File: src/dpt_pkg.sv
package dpt_pkg;

    localparam int NodeCount = 64;
    localparam int IdW       = 6;
    localparam int ValW      = 16;
    localparam int FracBits  = 16;
    localparam logic [FracBits:0] OneFx = {1'b1, {FracBits{1'b0}}};

    typedef enum logic [2:0] {
        K_ENCOUNTER = 3'd0,
        K_TRANS     = 3'd1,
        K_SINK      = 3'd2,
        K_AGE       = 3'd3,
        K_QUERY     = 3'd4
    } t_kind;

    typedef enum logic [2:0] {
        CFG_SELF   = 3'd0,
        CFG_SINK   = 3'd1,
        CFG_INIT   = 3'd2,
        CFG_DECAY  = 3'd3,
        CFG_TRANS  = 3'd4,
        CFG_STRICT = 3'd5
    } t_cfg_idx;

    // classified command handed from front to back
    typedef struct packed {
        logic [2:0]      op;
        logic [IdW-1:0]  idx;
        logic [ValW-1:0] peer;
        logic [7:0]      slots;
        logic            coin;
        logic            nop;   // produces an all-zero result
    } t_cmd;

    typedef enum logic [3:0] {
        S_IDLE,
        S_RD,
        S_MUL1,
        S_MUL2,
        S_UPD,
        S_WR,
        S_FPOW,
        S_AGE_RD,
        S_AGE_WR,
        S_OUT
    } t_state;

    function automatic logic [ValW-1:0] fx_mul16(input logic [ValW-1:0] a,
                                                 input logic [ValW-1:0] b);
        logic [2*ValW-1:0] p;
        p = a * b;
        return p[2*ValW-1:FracBits];
    endfunction

endpackage

File: src/dpt_front.sv
module dpt_front (
    input  logic                    i_valid,
    output logic                    o_stall,
    input  logic [2:0]              i_kind,
    input  logic [5:0]              i_node,
    input  logic [15:0]             i_peer_pred,
    input  logic [7:0]              i_elapsed_slots,
    input  logic                    i_coin,
    input  logic [5:0]              i_self_id,
    input  logic                    i_q_full,
    output logic                    o_push,
    output dpt_pkg::t_cmd           o_cmd
);
    // classify: pass the item's node on as the table index and decide whether it is a no-op
    always_comb begin
        o_cmd.op    = i_kind;
        o_cmd.peer  = i_peer_pred;
        o_cmd.slots = i_elapsed_slots;
        o_cmd.coin  = i_coin;
        o_cmd.idx   = i_node;
        o_cmd.nop   = 1'b0;
        case (i_kind)
            dpt_pkg::K_ENCOUNTER: o_cmd.nop = 1'b0;
            dpt_pkg::K_TRANS:     o_cmd.nop = (i_node == i_self_id);
            dpt_pkg::K_SINK:      o_cmd.nop = 1'b0;
            dpt_pkg::K_AGE:       o_cmd.nop = 1'b0;
            dpt_pkg::K_QUERY:     o_cmd.nop = 1'b0;
            default:              o_cmd.nop = 1'b1;
        endcase
    end

    assign o_stall = i_q_full;
    assign o_push  = i_valid & ~i_q_full;
endmodule

File: src/dpt_queue.sv
module dpt_queue (
    input  logic          i_clk,
    input  logic          i_rst_n,
    input  logic          i_push,
    input  dpt_pkg::t_cmd i_cmd,
    output logic          o_full,
    input  logic          i_pop,
    output logic          o_empty,
    output dpt_pkg::t_cmd o_cmd
);
    dpt_pkg::t_cmd r_buf [2];
    logic          r_wp, r_rp;
    logic [1:0]    r_cnt;

    assign o_full  = (r_cnt == 2'd2);
    assign o_empty = (r_cnt == 2'd0);
    assign o_cmd   = r_buf[r_rp];

    always_ff @(posedge i_clk) begin
        if (i_push) begin
            r_buf[r_wp] <= i_cmd;
        end
    end

    always_ff @(posedge i_clk) begin
        if (!i_rst_n) begin
            r_wp  <= 1'b0;
            r_rp  <= 1'b0;
            r_cnt <= 2'd0;
        end else begin
            if (i_push) begin
                r_wp <= ~r_wp;
            end
            if (i_pop) begin
                r_rp <= ~r_rp;
            end
            r_cnt <= r_cnt + {1'b0, i_push} - {1'b0, i_pop};
        end
    end
endmodule

File: src/dpt_back.sv
module dpt_back (
    input  logic          i_clk,
    input  logic          i_rst_n,
    input  logic          i_empty,
    input  dpt_pkg::t_cmd i_cmd,
    output logic          o_pop,
    input  logic [5:0]    i_sink_id,
    input  logic [15:0]   i_init_pred,
    input  logic [15:0]   i_decay_ratio,
    input  logic [15:0]   i_trans_ratio,
    input  logic          i_strict_ties,
    output logic          o_valid,
    input  logic          i_stall,
    output logic [15:0]   o_pred_value,
    output logic          o_forward,
    output logic          o_tie
);
    localparam int IdW = dpt_pkg::IdW;

    logic [15:0]        r_mem [dpt_pkg::NodeCount];
    logic [dpt_pkg::NodeCount-1:0] r_vld, n_vld;
    logic [15:0]        r_rdata;
    logic [15:0]        r_tw, n_tw;

    dpt_pkg::t_state    r_state, n_state;
    dpt_pkg::t_cmd      r_cmd, n_cmd;
    logic [15:0]        r_p, n_p;
    logic [15:0]        r_x, n_x;
    logic [15:0]        r_f, n_f;
    logic [7:0]         r_cnt, n_cnt;
    logic [IdW:0]       r_ai, n_ai;
    logic [15:0]        r_val, n_val;
    logic               r_fwd, n_fwd, r_tie, n_tie, r_ov, n_ov;
    logic               r_fone, n_fone;   // aging factor still equals one

    logic [IdW-1:0]     rd_addr;
    logic               we;
    logic [IdW-1:0]     wa;
    logic [15:0]        wd;
    logic [16:0]        comp;
    logic [32:0]        prod;
    logic [16:0]        sum;
    logic [31:0]        fmul;
    logic [15:0]        upd;

    always_ff @(posedge i_clk) begin
        if (we) begin
            r_mem[wa] <= wd;
        end
        r_rdata <= r_mem[rd_addr];
    end

    // raise toward one: P + (ONE-P)*x, saturated; also the aging product entry*f
    always_comb begin
        comp = dpt_pkg::OneFx - {1'b0, r_p};
        prod = comp * r_x;
        sum  = {1'b0, r_p} + prod[32:16];
        upd  = sum[16] ? 16'hFFFF : sum[15:0];
        fmul = (r_fone ? {16'd0, r_rdata} << 16 : r_rdata * r_f);
    end

    always_comb begin
        n_state = r_state;
        n_cmd   = r_cmd;
        n_p     = r_p;
        n_x     = r_x;
        n_f     = r_f;
        n_cnt   = r_cnt;
        n_ai    = r_ai;
        n_val   = r_val;
        n_fwd   = r_fwd;
        n_tie   = r_tie;
        n_ov    = r_ov;
        n_vld   = r_vld;
        n_tw    = r_tw;
        n_fone  = r_fone;
        o_pop   = 1'b0;
        we      = 1'b0;
        wa      = r_cmd.idx;
        wd      = upd;
        rd_addr = r_cmd.idx;
        case (r_state)
            dpt_pkg::S_IDLE: begin
                rd_addr = i_cmd.idx;
                if (!i_empty) begin
                    o_pop = 1'b1;
                    n_cmd = i_cmd;
                    n_val = '0;
                    n_fwd = 1'b0;
                    n_tie = 1'b0;
                    if (i_cmd.op == dpt_pkg::K_SINK || i_cmd.op == dpt_pkg::K_QUERY) begin
                        n_cmd.idx = i_sink_id;
                        rd_addr   = i_sink_id;
                    end
                    if (i_cmd.nop) begin
                        n_state = dpt_pkg::S_OUT;
                    end else if (i_cmd.op == dpt_pkg::K_AGE) begin
                        n_f     = '0;
                        n_fone  = 1'b1;
                        n_cnt   = i_cmd.slots;
                        n_state = dpt_pkg::S_FPOW;
                    end else begin
                        n_state = dpt_pkg::S_RD;
                    end
                end
            end
            dpt_pkg::S_RD: begin
                case (r_cmd.op)
                    dpt_pkg::K_ENCOUNTER: begin
                        n_p = r_vld[r_cmd.idx] ? r_rdata : i_init_pred;
                        n_x = i_init_pred;
                        n_state = dpt_pkg::S_UPD;
                    end
                    dpt_pkg::K_SINK: begin
                        n_p = r_vld[r_cmd.idx] ? r_rdata : 16'd0;
                        n_x = i_init_pred;
                        n_state = dpt_pkg::S_UPD;
                    end
                    dpt_pkg::K_TRANS: begin
                        n_p = r_vld[r_cmd.idx] ? r_rdata : i_init_pred;
                        n_state = dpt_pkg::S_MUL1;
                    end
                    default: begin
                        n_p   = r_vld[r_cmd.idx] ? r_rdata : 16'd0;
                        n_val = n_p;
                        if (r_cmd.peer == n_p) begin
                            n_tie = 1'b1;
                            n_fwd = i_strict_ties ? 1'b0 : r_cmd.coin;
                        end else begin
                            n_fwd = (r_cmd.peer > n_p);
                        end
                        n_state = dpt_pkg::S_OUT;
                    end
                endcase
            end
            dpt_pkg::S_MUL1: begin
                n_x = dpt_pkg::fx_mul16(r_tw, r_cmd.peer);
                n_state = dpt_pkg::S_MUL2;
            end
            dpt_pkg::S_MUL2: begin
                n_x = dpt_pkg::fx_mul16(r_x, i_trans_ratio);
                n_state = dpt_pkg::S_UPD;
            end
            dpt_pkg::S_UPD: begin
                n_p = upd;
                n_state = dpt_pkg::S_WR;
            end
            dpt_pkg::S_WR: begin
                we = 1'b1;
                wd = r_p;
                n_vld[r_cmd.idx] = 1'b1;
                n_val = r_p;
                if (r_cmd.op == dpt_pkg::K_ENCOUNTER) begin
                    n_tw = r_p;
                end
                n_state = dpt_pkg::S_OUT;
            end
            dpt_pkg::S_FPOW: begin
                // one multiply per slot: f = f * gamma
                if (r_cnt == 8'd0) begin
                    n_ai    = '0;
                    rd_addr = '0;
                    n_state = dpt_pkg::S_AGE_RD;
                end else begin
                    n_f    = r_fone ? i_decay_ratio : dpt_pkg::fx_mul16(r_f, i_decay_ratio);
                    n_fone = 1'b0;
                    n_cnt  = r_cnt - 8'd1;
                end
            end
            dpt_pkg::S_AGE_RD: begin
                rd_addr = r_ai[IdW-1:0];
                n_state = dpt_pkg::S_AGE_WR;
            end
            dpt_pkg::S_AGE_WR: begin
                wa = r_ai[IdW-1:0];
                wd = fmul[31:16];
                we = r_vld[r_ai[IdW-1:0]];
                n_ai = r_ai + 1'b1;
                rd_addr = n_ai[IdW-1:0];
                if (r_ai == (IdW+1)'(dpt_pkg::NodeCount - 1)) begin
                    n_state = dpt_pkg::S_OUT;
                end else begin
                    n_state = dpt_pkg::S_AGE_RD;
                end
            end
            dpt_pkg::S_OUT: begin
                if (!r_ov || !i_stall) begin
                    n_ov    = 1'b1;
                    n_state = dpt_pkg::S_IDLE;
                end
            end
            default: n_state = dpt_pkg::S_IDLE;
        endcase
        if (r_ov && !i_stall && !(r_state == dpt_pkg::S_OUT)) begin
            n_ov = 1'b0;
        end
    end

    always_ff @(posedge i_clk) begin
        if (!i_rst_n) begin
            r_state <= dpt_pkg::S_IDLE;
            r_vld   <= '0;
            r_tw    <= '0;
            r_ov    <= 1'b0;
        end else begin
            r_state <= n_state;
            r_vld   <= n_vld;
            r_tw    <= n_tw;
            r_ov    <= n_ov;
        end
    end

    // output register is loaded only when leaving S_OUT
    always_ff @(posedge i_clk) begin
        r_cmd  <= n_cmd;
        r_p    <= n_p;
        r_x    <= n_x;
        r_f    <= n_f;
        r_fone <= n_fone;
        r_cnt  <= n_cnt;
        r_ai   <= n_ai;
        r_val  <= (r_state == dpt_pkg::S_OUT) ? r_val : n_val;
        r_fwd  <= (r_state == dpt_pkg::S_OUT) ? r_fwd : n_fwd;
        r_tie  <= (r_state == dpt_pkg::S_OUT) ? r_tie : n_tie;
        if (r_state == dpt_pkg::S_OUT && (!r_ov || !i_stall)) begin
            o_pred_value <= r_val;
            o_forward    <= r_fwd;
            o_tie        <= r_tie;
        end
    end

    assign o_valid = r_ov;
endmodule

File: src/delivery_predictability_table_core.sv
// Delivery predictability table core (UQ0.16 fixed point).
// Input channel: i_valid/o_stall with kind, node, peer_pred, elapsed_slots
// and coin; a transfer happens when i_valid is high and o_stall is low.
// Output channel: o_valid/i_stall with pred_value, forward and tie; one
// result per input item, in order.
// Config channel: i_cfg_valid/o_cfg_ready with register index and data;
// write only while the block is idle.
// A front stage classifies items into a two-entry queue; the back sequencer
// executes them against a 64-entry table RAM (one read and one write port).
// Items run one at a time. Encounter/sink: read, update, write, output;
// transitive adds two multiplies after the read; query: read, output;
// no-op: output. Aging raises gamma to the power elapsed_slots, one
// multiply per slot, then reads every entry and rewrites the valid ones.
// Reset clears all valid bits (invalid entries read as their default), the
// transitive weight and the registers to their reset values.
// When the receiver stalls, the result waits in the output register; the
// queue keeps accepting until full, then o_stall rises.
module delivery_predictability_table_core (
    input  logic        i_clk,
    input  logic        i_rst_n,
    input  logic        i_valid,
    output logic        o_stall,
    input  logic [2:0]  i_kind,
    input  logic [5:0]  i_node,
    input  logic [15:0] i_peer_pred,
    input  logic [7:0]  i_elapsed_slots,
    input  logic        i_coin,
    output logic        o_valid,
    input  logic        i_stall,
    output logic [15:0] o_pred_value,
    output logic        o_forward,
    output logic        o_tie,
    input  logic        i_cfg_valid,
    output logic        o_cfg_ready,
    input  logic [2:0]  i_cfg_index,
    input  logic [15:0] i_cfg_data
);
    logic [5:0]    r_self_id, r_sink_id;
    logic [15:0]   r_init, r_decay, r_trans;
    logic          r_strict;

    logic          q_push, q_full, q_pop, q_empty;
    dpt_pkg::t_cmd f_cmd, q_cmd;

    assign o_cfg_ready = 1'b1;

    always_ff @(posedge i_clk) begin
        if (!i_rst_n) begin
            r_self_id <= '0;
            r_sink_id <= '0;
            r_init    <= 16'd49152;
            r_decay   <= 16'd64880;
            r_trans   <= 16'd16384;
            r_strict  <= 1'b1;
        end else if (i_cfg_valid) begin
            case (i_cfg_index)
                dpt_pkg::CFG_SELF:   r_self_id <= i_cfg_data[5:0];
                dpt_pkg::CFG_SINK:   r_sink_id <= i_cfg_data[5:0];
                dpt_pkg::CFG_INIT:   r_init    <= i_cfg_data;
                dpt_pkg::CFG_DECAY:  r_decay   <= i_cfg_data;
                dpt_pkg::CFG_TRANS:  r_trans   <= i_cfg_data;
                dpt_pkg::CFG_STRICT: r_strict  <= i_cfg_data[0];
                default: ;
            endcase
        end
    end

    dpt_front u_front (
        .i_valid(i_valid), .o_stall(o_stall),
        .i_kind(i_kind), .i_node(i_node), .i_peer_pred(i_peer_pred),
        .i_elapsed_slots(i_elapsed_slots), .i_coin(i_coin),
        .i_self_id(r_self_id), .i_q_full(q_full),
        .o_push(q_push), .o_cmd(f_cmd)
    );

    dpt_queue u_queue (
        .i_clk(i_clk), .i_rst_n(i_rst_n),
        .i_push(q_push), .i_cmd(f_cmd), .o_full(q_full),
        .i_pop(q_pop), .o_empty(q_empty), .o_cmd(q_cmd)
    );

    dpt_back u_back (
        .i_clk(i_clk), .i_rst_n(i_rst_n),
        .i_empty(q_empty), .i_cmd(q_cmd), .o_pop(q_pop),
        .i_sink_id(r_sink_id), .i_init_pred(r_init), .i_decay_ratio(r_decay),
        .i_trans_ratio(r_trans), .i_strict_ties(r_strict),
        .o_valid(o_valid), .i_stall(i_stall),
        .o_pred_value(o_pred_value), .o_forward(o_forward), .o_tie(o_tie)
    );
endmodule

File: config.mk
export PLATFORM = sky130hd
export DESIGN_NAME = delivery_predictability_table_core
export DESIGN_NICKNAME = d
export VERILOG_FILES = /design/src/dpt_pkg.sv /design/src/dpt_front.sv /design/src/dpt_queue.sv /design/src/dpt_back.sv /design/src/delivery_predictability_table_core.sv
export SDC_FILE = /design/constraint.sdc
export NUM_CORES = 2
export LEC_CHECK = 0
export BUFFER_PORTS_ARGS = -buffer_cell sky130_fd_sc_hd__buf_2
export CORE_MARGIN = 2
export CORE_UTILIZATION = 30
export CTS_BUF_LIST = sky130_fd_sc_hd__clkbuf_8
export CTS_CLUSTER_DIAMETER = 100
export DETAILED_ROUTE_END_ITERATION = 8
export GPL_TIMING_DRIVEN = 0
export SETUP_SLACK_MARGIN = 0.5
export SYNTH_ARGS = -nofsm -noshare
export SYNTH_HDL_FRONTEND = slang
export SYNTH_SLANG_ARGS = --single-unit
File: constraint.sdc
create_clock -name i_clk -period 14.75 [get_ports i_clk]
set_input_delay 0.7375 -clock i_clk [delete_from_list [all_inputs] [get_ports i_clk]]
set_output_delay 0.7375 -clock i_clk [all_outputs]
set_load 0.01 [all_outputs]
==> results.json <==
{
  "final_nets": 10630,
  "crit_fanout": 13,
  "synth_area_per_cell_um2": 11.39,
  "cts_inserted_buffers": 231,
  "grt_max_degree": 65,
  "synth_edf_count": 1220,
  "syn-num-nets": 10190,
  "cp_top_family": "adder cells",
  "drcViolationCount": 0,
  "worstHoldPathCells": 1,
  "ctsHtreeMaxLevel": 4,
  "grt.total_usage_pct": 17.31,
  "clock_sinks": 1387,
  "drv_slew": 7,
  "tightestPinTransition_ns": 1.511,
  "finalInstanceArea_um2": 110300,
  "drive_gt1_share_pct": 10.16,
  "max-cap-violations": 2,
  "crit_path_frequent_cell": "fa_1",
  "grt_pass1_wl_um": 432100,
  "wl_per_cell_um": 21.34,
  "final_cell_mix": "nand2_1, inv_1, edfxtp_1, fa_1, ha_1",
  "critical_path_arrival_ns": 14.25,
  "yosysWarnings": 0,
  "startpoint_type": "flop",
  "hold_path.class": "input port to flop",
  "ys_async_sr_fraction_pct": 0,
  "cp_slowest_cell": "xnor2_1",
  "period_share_pct": 91.20,
  "slew_headroom_pct": -1.490,
  "r2r-start": "u_back.r_p[0]",
  "antenna_left": 0,
  "reg2reg_depth": 44,
  "min_from": "i_node[5]",
  "final_common_cell": "nand2_1",
  "r2r-end": "u_back.r_mem[29][11]",
  "cts-root-buf": "clkbuf_8",
  "gr-total-overflow": 0,
  "criticalPathCategory": "flop to flop",
  "area_growth_pct": 12.54,
  "synth.distinct_cells": 81,
  "start_util_pct": 30.20,
  "path_buf_inv": 14,
  "clock_latency_ns": 0.98,
  "cts_buffer_depth": 4,
  "viasPerCell": 4.915,
  "clk_pin_slew_ns": 0.07,
  "dr.first_iter.drc_count": 5859,
  "dr.pass1.iters": 6,
  "outcome": "finished, violations left",
  "fin_crit_ns": 13.45,
  "vias": 66660,
  "end_kind": "flop",
  "hold_ws_ns": 0.07288,
  "reg2reg_slack_ns": 1.30,
  "hold_viol": 0,
  "routed_wirelength_um": 289400,
  "place_area_um2": 105700,
  "die_w_um": 575.6,
  "nFillCells": 32480,
  "min_to": "u_queue.r_buf[0][31]",
  "synth_cells": 8606,
  "post-cts-setup-buffer-count": 0,
  "grt_pass1_vias": 67840,
  "dp_hpwl_um": 224300,
  "failed_checks": "capacitance limit, slew limit",
  "die_h_um": 575.6,
  "die_area_um2": 331300,
  "synth.cell_area_um2": 98020,
  "rsz0062_at_grt": "false",
  "synth-seq-area-share_pct": 40.79,
  "fin_skew_ns": 0.1245,
  "setup_viol": 0,
  "rows": 209,
  "place_congestion": 0.9334,
  "core_um2": 324500,
  "portBuffers": 74,
  "cp_data_required_time_ns": 15.55,
  "cts_tree": "done",
  "synth-seq-cells": 1387,
  "antenna_found_initial": 26,
  "cpPeakStageDelay_ns": 0.87,
  "num_io_pins": 79,
  "fmax_mhz": 74.34,
  "synth_ff_type": "edfxtp_1"
}
## timing repair
action	CTS	global route
endpoints found under the hold margin	66	0
resized for setup	0	11
hold buffers	33	0
setup endpoints to repair	0	209
## cells in the mapped netlist (all sizes together), types with 167 or more instances
library cell  count  area (um2)
nand2          1339        5026
edfxtp         1220       36640
inv            1166        4377
fa              980       19620
ha              545        6819
and2            465        2909
clkbuf          346        1299
mux2i           300        3003
mux2            246        2808
o211ai          235        1769
nor2            221       829.6
a21oi           208        1041
dfxtp           167        3343
## per-layer routing
metal	global-route usage [%]	up-vias	share of wire, %
met3	2.825	607	7.7
met2	28.24	2620	46
met4	8.410	2	5.5
li1	-	29650	-
met5	0	-	0.0045
met1	22.34	33780	40
## state kept, by name (all words and copies together), names as in the netlist, 7 cells and up, named ones only
name,count
u_back.r_x,16
r_init,16
u_back.r_val,16
r_decay,16
u_back.r_ai,7
u_queue.r_buf,70
u_back.o_pred_value,16
r_trans,16
u_back.r_rdata,16
u_back.r_cmd,26
u_back.r_p,16
u_back.r_mem,1024
u_back.r_cnt,8
u_back.r_vld,64
u_back.r_f,16
u_back.r_tw,16
## cells by family after synthesis
logic type | after synthesis | share of synthesized area [%]
adders and majority gates | 1525 | 26.97
muxes | 577 | 6.640
xor gates and xnor gates | 126 | 1.126
DFF | 1387 | 40.79
other | 1 | 0.003826
buffers and inverters | 1643 | 6.557
and+or+nand+nor | 2414 | 11.32
AOI/OAI and AO/OA | 933 | 6.592
## metrics by stage
| stage | setup TNS [ns] | util [%] | cells | setup slack, ns |
|---|---|---|---|---|
| 2_1_floorplan | 0 | - | 8606 | 2.106 |
| 3_3_place_gp | -3422.45 | 31.99 | 13010 | -6.881 |
| 3_5_place_dp | 0 | 32.56 | 13110 | 0.9394 |
| 4_1_cts | 0 | 33.97 | 13550 | 0.9056 |
| 5_1_grt | 0 | 33.99 | 13560 | 0.6018 |
| 6_report | 0 | 33.99 | 13560 | 1.299 |
## worst register-to-register path: cells and delay by family, from the launching register on
| family | cells | cell delay, ns |
|---|---|---|
| AOI/OAI and AO/OA | 13 | 3.03 |
| buffers and inverters | 14 | 3.41 |
| adders and majority gates | 9 | 3.87 |
| xor gates and xnor gates | 3 | 1.81 |
| DFF | 1 | 0.64 |
| and+or+nand+nor | 5 | 0.53 |
## layout make-up
cell class | instances | area (um2) | share of cell area (%)
Inverter | 1166 | 4377 | 3.968
Tap cell | 4325 | 5411 | 4.906
Clock inverter | 166 | 887.1 | 0.8042
Antenna cell | 14 | 35.03 | 0.03176
Sequential cell | 1387 | 39980 | 36.24
Buffer | 477 | 2054 | 1.862
Timing Repair Buffer | 209 | 2205 | 1.999
Clock buffer | 243 | 3344 | 3.032
Multi-Input combinational cell | 5576 | 52020 | 47.16
## worst max-delay path by stage
stage                   from                    to  slack [ns]  cells after the start
2_1_floorplan  u_back.r_p[2]   u_back.r_mem[0][13]        2.11                     39
3_3_place_gp   u_back.r_p[0]    u_back.r_mem[1][4]       -6.88                     39
4_1_cts        u_back.r_p[0]  u_back.r_mem[29][11]        0.91                     46
6_report       u_back.r_p[0]  u_back.r_mem[29][11]        1.30                     44
5_1_grt        u_back.r_p[0]  u_back.r_mem[29][11]        0.60                     45
3_5_place_dp   u_back.r_p[0]  u_back.r_mem[29][11]        0.94                     46
Power is not shown: default switching activity piles up to over one toggle a cycle in this logic, so the estimate is an artifact.
